<file path="src/hdl/crsf_pkg.sv">
// Package for the RC frame receiver: register indexes, reset values and
// field widths shared by the receiver. No dependencies.
`default_nettype none

package crsf_pkg;

    localparam int BYTE_W  = 8;
    localparam int TICK_W  = 16;
    localparam int CFG_IDX_W  = 8;
    localparam int CFG_DATA_W = 16;

    // configuration register indexes
    localparam logic [CFG_IDX_W-1:0] REG_SYNC_ADDRESS  = 8'd0;
    localparam logic [CFG_IDX_W-1:0] REG_WANTED_TYPE   = 8'd1;
    localparam logic [CFG_IDX_W-1:0] REG_MAX_SIZE      = 8'd2;
    localparam logic [CFG_IDX_W-1:0] REG_TIMEOUT_TICKS = 8'd3;

    // register reset values
    localparam logic [BYTE_W-1:0] RST_SYNC_ADDRESS  = 8'd200;
    localparam logic [BYTE_W-1:0] RST_WANTED_TYPE   = 8'd22;
    localparam logic [BYTE_W-1:0] RST_MAX_SIZE      = 8'd60;
    localparam logic [TICK_W-1:0] RST_TIMEOUT_TICKS = 16'd1000;

    // input kind carried in s_tuser
    localparam logic OP_BYTE = 1'b0;
    localparam logic OP_TICK = 1'b1;

    // frame byte count: sync, size and type come before the body
    localparam logic [BYTE_W-1:0] HDR_BYTES = 8'd3;
    localparam logic [BYTE_W-1:0] COUNT_MAX = 8'hFF;
    localparam logic [TICK_W-1:0] IDLE_MAX  = 16'hFFFF;

    // result flags, highest bit first in m_tuser
    typedef struct packed {
        logic link_down_event;
        logic link_up_event;
        logic link_state;
        logic payload_valid;
    } crsf_flags_t;

endpackage

`default_nettype wire

</file>
<file path="src/hdl/crsf_rc_frame_receiver.sv">
// RC frame receiver top level: sync hunt, header check, body byte output and
// link timeout. Depends on crsf_pkg.
//
//  channel  dir  handshake          payload
//  s_       in   s_tvalid/s_tready  tdata rx_byte, tuser op
//  m_       out  m_tvalid/m_tready  tdata byte+index, tuser flags, tlast
//  cfg_     in   cfg_valid/ready    cfg_index, cfg_data
//
// Per item: the frame state updates at the accepting edge and the result is
// loaded into the output register at that same edge. A new item is taken
// every cycle while the output register is empty or being drained; a stalled
// result blocks input only. Reset (aresetn low, synchronous) restores the
// register defaults and the sync hunt; config writes are never stalled (cfg_ready is tied high).
`default_nettype none

module crsf_rc_frame_receiver (
    input  wire logic        aclk,
    input  wire logic        aresetn,
    input  wire logic        s_tvalid,
    output logic             s_tready,
    input  wire logic [7:0]  s_tdata,   // [7:0] rx_byte
    input  wire logic        s_tuser,   // [0] op
    output logic             m_tvalid,
    input  wire logic        m_tready,
    output logic [15:0]      m_tdata,   // [7:0] payload_byte, [15:8] payload_index
    output logic [3:0]       m_tuser,   // [0] payload_valid, [1] link_state,
                                        // [2] link_up_event, [3] link_down_event
    output logic             m_tlast,   // frame_last
    input  wire logic        cfg_valid,
    output logic             cfg_ready,
    input  wire logic [crsf_pkg::CFG_IDX_W-1:0]  cfg_index,
    input  wire logic [crsf_pkg::CFG_DATA_W-1:0] cfg_data
);
    import crsf_pkg::*;

    typedef enum logic [1:0] {
        PH_HUNT = 2'd0,
        PH_SIZE = 2'd1,
        PH_TYPE = 2'd2,
        PH_BODY = 2'd3
    } phase_t;

    logic [BYTE_W-1:0] sync_address_reg;
    logic [BYTE_W-1:0] wanted_type_reg;
    logic [BYTE_W-1:0] max_size_reg;
    logic [TICK_W-1:0] timeout_ticks_reg;

    phase_t            phase_reg, phase_next;
    logic [BYTE_W-1:0] byte_count_reg, byte_count_next;
    logic [BYTE_W-1:0] frame_length_reg, frame_length_next;
    logic [TICK_W-1:0] idle_count_reg, idle_count_next;
    logic              link_reg, link_next;

    logic              out_valid_reg;
    logic [BYTE_W-1:0] out_byte_reg, out_byte_next;
    logic [BYTE_W-1:0] out_index_reg, out_index_next;
    logic              out_last_reg, out_last_next;
    crsf_flags_t       out_flags_reg, out_flags_next;

    logic in_accept;
    logic body_last;
    logic link_pre;

    assign s_tready  = !out_valid_reg || m_tready;
    assign in_accept = s_tvalid && s_tready;
    assign cfg_ready = 1'b1;

    // frame ends once the count including this byte reaches size+2, or the count is at its top
    assign body_last = (({1'b0, byte_count_reg} + 9'd1) >= ({1'b0, frame_length_reg} + 9'd2))
                    || (byte_count_reg == COUNT_MAX);

    always_comb begin
        phase_next        = phase_reg;
        byte_count_next   = byte_count_reg;
        frame_length_next = frame_length_reg;
        idle_count_next   = idle_count_reg;
        link_pre          = link_reg;
        out_byte_next     = '0;
        out_index_next    = '0;
        out_last_next     = 1'b0;
        out_flags_next    = '0;

        if (s_tuser == OP_BYTE) begin
            idle_count_next = '0;
            unique case (phase_reg)
                PH_HUNT: begin
                    if (s_tdata == sync_address_reg) begin
                        byte_count_next = 8'd1;
                        phase_next      = PH_SIZE;
                    end
                end
                PH_SIZE: begin
                    if (s_tdata > max_size_reg) begin
                        phase_next      = PH_HUNT;
                        byte_count_next = '0;
                    end else begin
                        frame_length_next = s_tdata;
                        byte_count_next   = 8'd2;
                        phase_next        = PH_TYPE;
                    end
                end
                PH_TYPE: begin
                    if (s_tdata != wanted_type_reg) begin
                        phase_next      = PH_HUNT;
                        byte_count_next = '0;
                    end else begin
                        byte_count_next = HDR_BYTES;
                        phase_next      = PH_BODY;
                    end
                end
                PH_BODY: begin
                    out_flags_next.payload_valid = 1'b1;
                    out_byte_next  = s_tdata;
                    out_index_next = (byte_count_reg >= HDR_BYTES)
                                   ? byte_count_reg - HDR_BYTES : '0;
                    if (body_last) begin
                        out_last_next   = 1'b1;
                        phase_next      = PH_HUNT;
                        byte_count_next = '0;
                    end else begin
                        byte_count_next = byte_count_reg + 8'd1;
                    end
                    if (!link_reg) begin
                        link_pre                     = 1'b1;
                        out_flags_next.link_up_event = 1'b1;
                    end
                end
                default: phase_next = PH_HUNT;
            endcase
        end else if (idle_count_reg != IDLE_MAX) begin
            idle_count_next = idle_count_reg + 16'd1;
        end

        link_next = link_pre;
        // a received byte clears the idle count, so only a tick can time out
        if (link_pre && (idle_count_next > timeout_ticks_reg)) begin
            phase_next                     = PH_HUNT;
            byte_count_next                = '0;
            link_next                      = 1'b0;
            out_flags_next.link_down_event = 1'b1;
        end
        out_flags_next.link_state = link_next;
    end

    always_ff @(posedge aclk) begin
        if (!aresetn) begin
            sync_address_reg  <= RST_SYNC_ADDRESS;
            wanted_type_reg   <= RST_WANTED_TYPE;
            max_size_reg      <= RST_MAX_SIZE;
            timeout_ticks_reg <= RST_TIMEOUT_TICKS;
            phase_reg         <= PH_HUNT;
            byte_count_reg    <= '0;
            frame_length_reg  <= '0;
            idle_count_reg    <= '0;
            link_reg          <= 1'b0;
            out_valid_reg     <= 1'b0;
        end else begin
            if (cfg_valid) begin
                unique case (cfg_index)
                    REG_SYNC_ADDRESS:  sync_address_reg  <= cfg_data[BYTE_W-1:0];
                    REG_WANTED_TYPE:   wanted_type_reg   <= cfg_data[BYTE_W-1:0];
                    REG_MAX_SIZE:      max_size_reg      <= cfg_data[BYTE_W-1:0];
                    REG_TIMEOUT_TICKS: timeout_ticks_reg <= cfg_data;
                    default: ;
                endcase
            end
            if (in_accept) begin
                phase_reg        <= phase_next;
                byte_count_reg   <= byte_count_next;
                frame_length_reg <= frame_length_next;
                idle_count_reg   <= idle_count_next;
                link_reg         <= link_next;
                out_valid_reg    <= 1'b1;
            end else if (m_tready) begin
                out_valid_reg    <= 1'b0;
            end
        end
    end

    // result payload
    always_ff @(posedge aclk) begin
        if (in_accept) begin
            out_byte_reg  <= out_byte_next;
            out_index_reg <= out_index_next;
            out_last_reg  <= out_last_next;
            out_flags_reg <= out_flags_next;
        end
    end

    assign m_tvalid = out_valid_reg;
    assign m_tdata  = {out_index_reg, out_byte_reg};
    assign m_tuser  = out_flags_reg;
    assign m_tlast  = out_last_reg;

    a_last_is_body: assert property (@(posedge aclk) disable iff (!aresetn)
        m_tvalid && m_tlast |-> out_flags_reg.payload_valid)
        else $error("frame end marked on a non-body item");

    a_events_exclusive: assert property (@(posedge aclk) disable iff (!aresetn)
        m_tvalid |-> !(out_flags_reg.link_up_event && out_flags_reg.link_down_event))
        else $error("link up and down on the same item");

    a_link_matches_result: assert property (@(posedge aclk) disable iff (!aresetn)
        m_tvalid |-> (out_flags_reg.link_state == link_reg))
        else $error("reported link state differs from held state");

    a_stall_holds_state: assert property (@(posedge aclk) disable iff (!aresetn)
        m_tvalid && !m_tready |=> $stable(phase_reg) && $stable(idle_count_reg))
        else $error("frame state moved while the result was stalled");

endmodule

`default_nettype wire

</file>
<file path="config.mk">
export PLATFORM = sky130hd
export DESIGN_NAME = crsf_rc_frame_receiver
export DESIGN_NICKNAME = d
export VERILOG_FILES = /design/src/hdl/crsf_pkg.sv /design/src/hdl/crsf_rc_frame_receiver.sv
export SDC_FILE = /design/constraint.sdc
export NUM_CORES = 1
export LEC_CHECK = 0
export ABC_AREA = 1
export ABC_CLOCK_PERIOD_IN_PS = 7000
export BUFFER_PORTS_ARGS = -buffer_cell sky130_fd_sc_hd__buf_2
export CAP_MARGIN = 0
export CORE_ASPECT_RATIO = 1.5
export CORE_MARGIN = 2
export CORE_UTILIZATION = 35
export DETAILED_ROUTE_END_ITERATION = 8
export HOLD_SLACK_MARGIN = 0.12
export SLEW_MARGIN = 5
export SYNTH_ARGS = -nofsm -noshare
export SYNTH_HDL_FRONTEND = slang
export SYNTH_SLANG_ARGS = --single-unit
</file>
<file path="constraint.sdc">
create_clock -name aclk -period 7 [get_ports aclk]
set_input_delay 0.35 -clock aclk [delete_from_list [all_inputs] [get_ports aclk]]
set_output_delay 0.35 -clock aclk [all_outputs]
set_load 0.005 [all_outputs]
</file>
# --- Yosys cells after proc, flatten, opt, wreduce, memory -nomap -nowiden ---
# Index checks and enable logic that the tools add are counted.
totals:
  regBits: 97
  latchBits: 0
  ram_bits: 0
  mem_bits_ro: 0
  in_bits: 38
  output_inout_bits: 24
  mem_count: 0
op_classes:
  n_addsub: 5
  n_mul: 0
  div_mod_pow: 0
  magnitude_cmp: 4
  n_eq_ne: 13
  shifts: 0
  muxes: 25
  bitwise_logic: 4
  reduce_logical: 17
op_table:
  columns: ["cell", "n"]
  rows:
  - ["$mux 16", 2]
  - ["$mux 8", 4]
  - ["$pmux 8 s4", 1]
  - ["$add 16x1->16 const B", 1]
  - ["$eq 8x2->1 const B", 2]
  - ["$gt 16x16->1", 1]
  - ["$mux 2", 8]
  - ["$ne 16x16->1 const B", 1]
  - ["$add 8x1->9 const B", 1]
  - ["$add 8x2->9 const B", 1]
  - ["$ge 9x9->1", 1]
  - ["$mux 1", 9]
  - ["$add 8x1->8 const B", 1]
  - ["$eq 8x1->1 const B", 1]
  - ["$eq 8x8->1", 1]
  - ["$eq 8x8->1 const B", 1]
  - ["$ge 8x2->1 const B", 1]
  - ["$gt 8x8->1", 1]
  - ["$logic_not 8->1", 1]
  - ["$ne 8x8->1", 1]
  - ["$pmux 2 s4", 1]
  - ["$reduce_and 2->1", 4]
  - ["$reduce_and 4->1", 2]
  - ["$sub 8x2->8 const B", 1]
  - ["13 further kinds", 20]

# --- Depth between registers and ports, before layout ---
logic_depth:
  word_depth: 7
  depth_mapped: 26
  mapped_depth_nobuf: 26

# --- Worst setup path before layout ---
# No wires, ideal clock.
synth_path:
  path_type: "register to register"
  startpoint: "register idle_count_reg[0]"
  endpoint: "register byte_count_reg[6]"
  setup_time_ns: 0.114
  arrival_time_ns: 2.613
  required_time_ns: 6.886
  path_slack_ns: 4.273
  stages_incl_launch_ff: 24
  n_path_buf: 1
  synth_period_minus_slack_ns: 2.727
  cell_sequence: "dfxtp_1 ha_1 nand4_2 nor2_4 nand2_4 nor2_8 nand2_4 nand2_1 o21ai_1 nand3_1 inv_1 ha_1 nand2_1 nor2_1 nand2_1 nand2_1 nand2_1 nand2_1 nand4_1 nand2_2 buf_4 nand2_1 o21ai_1 nor2_1"
synth_via:
  elab_chain_cells: 7
  word_cells_on_any_way: 10
  cone_classes: "add/sub: 1; order compare: 1; eq/ne: 3; mux: 3; reduce/logical: 2"
synth_lines:
  columns: ["item", "line_no", "source"]
  rows:
  - ["start: declaration", "crsf_rc_frame_receiver.sv:51", "logic [TICK_W-1:0] idle_count_reg, idle_count_next;"]
  - ["start signal: assignment", "crsf_rc_frame_receiver.sv:171", "idle_count_reg <= idle_count_next;"]
  - ["$add 16x1->16 / $ne 16x16->1 (equally long branches)", "crsf_rc_frame_receiver.sv:131, crsf_rc_frame_receiver.sv:130", null]
  - ["$mux 16 (*)", "crsf_rc_frame_receiver.sv:130", "end else if (idle_count_reg != IDLE_MAX) begin"]
  - ["$mux 16 (*)", "crsf_rc_frame_receiver.sv:83", "if (s_tuser == OP_BYTE) begin"]
  - ["named net idle_count_next[6]", "crsf_rc_frame_receiver.sv:51", null]
  - ["$gt 16x16->1 (*)", "crsf_rc_frame_receiver.sv:136", "if (link_pre && (idle_count_next > timeout_ticks_reg)) begin"]
  - ["$logic_and 1x1->1 (*)", "crsf_rc_frame_receiver.sv:136", null]
  - ["$ne 3x3->1 (no source line) / $ne 2x1->1 (equally long branches)", null, null]
  - ["$reduce_and 3->1 (no source line)", null, null]
  - ["end signal: assignment", "crsf_rc_frame_receiver.sv:169", "byte_count_reg <= byte_count_next;"]
  - ["end: declaration", "crsf_rc_frame_receiver.sv:49", "logic [BYTE_W-1:0] byte_count_reg, byte_count_next;"]
# The timed path passes the listed nets; every way through them passes the cells marked *.
# A chain may end at the register's enable or synchronous reset.

# --- Final worst setup path ---
layout_path:
  startpoint: "register idle_count_reg[0]"
  endpoint: "register phase_reg[0]"
layout_via:
  elab_chain_cells: 7
  word_cells_on_any_way: 11
  cone_classes: "add/sub: 1; order compare: 1; eq/ne: 4; mux: 3; reduce/logical: 2"
layout_lines:
  columns: ["item", "line_no", "source"]
  rows:
  - ["$add 16x1->16 / $ne 16x16->1 (equally long branches)", "crsf_rc_frame_receiver.sv:131, crsf_rc_frame_receiver.sv:130", null]
  - ["$mux 16 (*)", "crsf_rc_frame_receiver.sv:130", null]
  - ["$mux 16 (*)", "crsf_rc_frame_receiver.sv:83", null]
  - ["named net idle_count_next[6]", "crsf_rc_frame_receiver.sv:51", null]
  - ["$gt 16x16->1 (*)", "crsf_rc_frame_receiver.sv:136", null]
  - ["$logic_and 1x1->1 (*)", "crsf_rc_frame_receiver.sv:136", null]
  - ["$ne 3x3->1 (no source line) / $ne 2x1->1 (equally long branches)", null, null]
  - ["$reduce_and 4->1 (no source line)", null, null]
  - ["end signal: assignment", "crsf_rc_frame_receiver.sv:168", "phase_reg <= phase_next;"]
  - ["end: declaration", "crsf_rc_frame_receiver.sv:48", "phase_t phase_reg, phase_next;"]
# Marks and branches as above.

==> results.py <==
metrics = {
    "run_status": {
        "status": "finished, final reports clean",
    },
    "setup_path": {
        "cp-endpoint": "phase_reg[0]$_SDFFE_PN0P_",
        "arrival_ns": 3.50,
        "cp_num_cells": 23,
        "cpPeakStageDelay_ns": 0.46,
        "rr_endpoint": "phase_reg[0]$_SDFFE_PN0P_",
        "crit_chain": "ha_1, nand4_2, nor2_4, nand2_4, nor2_8, nand2_4, nand2_1, o21ai_1, nand3_1, inv_1, ha_1, nand2_1, nor2_1, nand2_1, nand2_1, nand2_1, nand2_1, nand4_1, nand2_2, nand2_1, nand2_1, nand2_1, nor2_1",
        "ff2ff_setup_slack_ns": 3.78,
        "critPathLaunchType": "flop",
        "slowest_stage": "dfxtp_1",
        "crit_fanout": 15,
        "rr_worst_depth": 23,
        "cp_top_family": "simple AND/OR/NAND/NOR gates",
        "critPathLaunch": "idle_count_reg[0]$_SDFFE_PN0P_",
        "cp_common_cell": "nand2_1",
        "cp.buffers_inverters": 1,
        "critical_path_required_ns": 7.28,
        "timing.rr.start": "idle_count_reg[0]$_SDFFE_PN0P_",
        "cp-end-kind": "flop",
        "crit_type": "flop to flop",
    },
    "cells_and_area": {
        "final_nets": 855,
        "design_area_sq_um": 6250,
        "syn_to_final_growth_pct": 14.6,
        "diodes": 0,
        "drive_gt1_share_pct": 13.5,
        "final_cells": 985,
        "final_cell_mix": "nand2_1, inv_1, nor2_1",
        "final_common_cell": "nand2_1",
    },
    "clock_tree": {
        "clkSinkCount": 97,
        "numCtsBuffers": 9,
        "cts_root_buf": "clkbuf_16",
        "htreeDepth": 3,
        "cts_buffer_depth": 2,
        "clkLatencyLatePin_ns": 0.34,
        "cts_hold_buf": 0,
        "clkTransAtPathRegs_ns": 0.07,
        "cts_tree": "yes",
        "post_cts_resized": 0,
        "postCtsSetupBuffers": 0,
    },
    "synthesis": {
        "synth.distinct_cells": 42,
        "synth_area_sq_um": 5460,
        "yosys_warnings": 0,
        "synth_fa_ha_area_share_pct": 8.25,
        "ys_seq_area_share_pct": 39.4,
        "syn-num-nets": 804,
        "synthCells": 730,
        "ys_ff_latch": 97,
        "muxShareOfSynthArea_pct": 0,
        "avgSynthCellArea_sq_um": 7.48,
        "synth_xor_xnor_area_share_pct": 4.33,
        "synth_top_family_by_area": "simple AND/OR/NAND/NOR gates",
        "synth_compound_area_share_pct": 15.1,
        "synth_simple_gate_area_share_pct": 22.9,
    },
    "pwr": {
        "p_sw_share_pct": 25.1,
        "vdd_drop_max_mv": 0.119,
        "p_seq_share_pct": 47.0,
        "p_total_mw": 1.29,
        "clkPwrFrac_pct": 42.1,
        "p_leak_nw": 3.04,
        "p_sw_mw": 0.323,
        "p_comb_share_pct": 11.0,
        "p_int_mw": 0.964,
        "power_density_nw_per_um2": 206,
    },
    "sta": {
        "setup_viol": 0,
        "max_freq_ghz": 0.310,
        "clock_skew_ns": 0.00827,
        "period_share_pct": 46.1,
        "tightestPinTransition_ns": 1.14,
        "finalHoldViolations": 0,
        "post-route-min-period_ns": 3.22,
        "relSlewSlack_pct": 24.0,
        "finalSetupTns_ns": 0,
        "timing.final.max_slew_violations": 0,
        "rsz0062_at_grt": "no",
    },
    "grt": {
        "grt_max_degree": 71,
        "grt_pass1_vias": 4405,
        "grt_usage_pct": 15.9,
        "overflow": 0,
        "grt_first_pass_wirelength_microns": 21100,
        "antenna_found_initial": 0,
    },
    "floorplan": {
        "start_util_pct": 35.9,
        "ios": 62,
        "die_width_microns": 106,
        "die-height_microns": 157,
        "row_count": 55,
        "core_area_sq_um": 15200,
        "dieArea_sq_um": 16600,
    },
    "route": {
        "viasPerCell": 4.70,
        "wirelength_microns": 12500,
        "firstDrtPassIters": 4,
        "antenna_left": 0,
        "drcViolationCount": 0,
        "avgRoutedWirePerCell_microns": 12.6,
        "drt-initial-drc-count": 155,
        "num_vias": 4629,
    },
    "flow_run": {
        "drv_cap": 0,
    },
    "worst_hold_path": {
        "min_path_type": "input pin to flop",
    },
    "placed_design": {
        "dp.cells": 969,
        "hpwl_microns": 9530,
        "port_buffers": 60,
        "gp_congestion": 0.828,
        "dpl_cell_area_sq_um": 5920,
    },
}
Yosys cell counts:
master / count / area, sq um
nor3_1: 6 / 30.0
o21ai_0: 57 / 285
nand2_2: 4 / 25.0
o21ai_1: 10 / 50.1
nand3_1: 25 / 125
dfxtp_1: 76 / 1520
clkinv_2: 1 / 5.00
o211ai_1: 14 / 105
nand2_4: 2 / 22.5
nor2_2: 5 / 31.3
nand3_2: 2 / 20.0
nor3b_2: 1 / 12.5
nor4_1: 3 / 18.8
a21oi_2: 1 / 8.76
o21a_1: 2 / 15.0
a211oi_2: 1 / 12.5
conb_1: 1 / 3.75
or2_0: 2 / 12.5
nor3_2: 3 / 30.0
nand4_1: 16 / 100
or2_2: 3 / 18.8
xnor2_1: 7 / 61.3
nand4_2: 1 / 12.5
inv_2: 4 / 15.0
ha_1: 36 / 450
buf_2: 3 / 15.0
or2_1: 3 / 18.8
edfxtp_1: 21 / 631
a21o_1: 1 / 7.51
buf_4: 2 / 15.0
clkinv_1: 1 / 3.75
nor2_8: 1 / 20.0
nor2_1: 78 / 293
nor2_4: 1 / 11.3
buf_1: 1 / 3.75
xor2_1: 20 / 175
clkbuf_1: 15 / 56.3
nand2_1: 117 / 439
inv_1: 115 / 432
a31oi_1: 2 / 12.5
a21oi_1: 65 / 325
and3_1: 1 / 6.26
layer usage:
metal,vias up,share of wire (%),global-route usage (%),wire length (microns)
li1,2485,-,-,-
met1,2057,43,18.5,5370
met2,66,52,29.2,6490
met3,21,2.3,1.99,283
met4,0,2.5,6.58,313
met5,-,0,0,0
cells by family (layout without fill, tap and decap cells):
| group | after synthesis | after routing |
|---|---|---|
| simple gates | 274 | 274 |
| buf+inv | 142 | 198 |
| flops | 97 | 97 |
| fa+ha+maj | 36 | 36 |
| xor+xnor | 27 | 27 |
| other cells | 1 | 1 |
| compound gates | 153 | 153 |
power by group through the flow:
stage | Sequential [mW] | Combinational [mW] | Clock (mW)
floorplan | 0.613 | 0.0966 | 0
global placement | 0.618 | 0.141 | 0
detailed placement | 0.617 | 0.142 | 0
CTS | 0.605 | 0.143 | 0.556
global route | 0.607 | 0.165 | 0.576
finish | 0.605 | 0.141 | 0.542
worst register-to-register path: cells and delay by family, from the launching register on:
family / cells / cell delay, ns
AO/OA/AOI/OAI: 1 / 0.06
adder cells (fa/ha/maj): 2 / 0.54
buffers and inverters: 1 / 0.05
flip-flops: 1 / 0.46
AND/OR/NAND/NOR: 19 / 2.04
cell type report:
cell class / count / area (sq um)
clock buffers: 10 / 239
well taps: 199 / 249
clock inverters: 6 / 90.1
repair buffers: 61 / 308
multi-input cells: 491 / 2760
fillers: 1589 / 8950
inverters: 121 / 455
flip-flops and latches: 97 / 2150
metrics by stage:
stage | utilization, % | hold WS (ns) | setup slack, ns
3_5_place_dp | 39.0 | 0.444 | 3.77
4_1_cts | 41.1 | 0.215 | 3.73
6_report | 41.1 | 0.227 | 3.78
5_1_grt | 41.1 | 0.248 | 3.37
3_3_place_gp | 39.0 | 0.442 | 3.84
2_1_floorplan | - | 0.427 | 4.27
worst min-delay path by stage:
stage	start	endpoint	slack, ns	cells past startpoint
6_report	cfg_data[9]	timeout_ticks_reg[9]$_SDFFE_PN1P_	0.23	3
5_1_grt	cfg_data[9]	timeout_ticks_reg[9]$_SDFFE_PN1P_	0.25	3
4_1_cts	cfg_data[9]	timeout_ticks_reg[9]$_SDFFE_PN1P_	0.21	3
3_5_place_dp	frame_length_reg[0]$_SDFFE_PN0P_	frame_length_reg[0]$_SDFFE_PN0P_	0.44	2
3_3_place_gp	frame_length_reg[0]$_SDFFE_PN0P_	frame_length_reg[0]$_SDFFE_PN0P_	0.44	2
2_1_floorplan	frame_length_reg[0]$_SDFFE_PN0P_	frame_length_reg[0]$_SDFFE_PN0P_	0.43	2
Power figures use the tool's default switching activity.
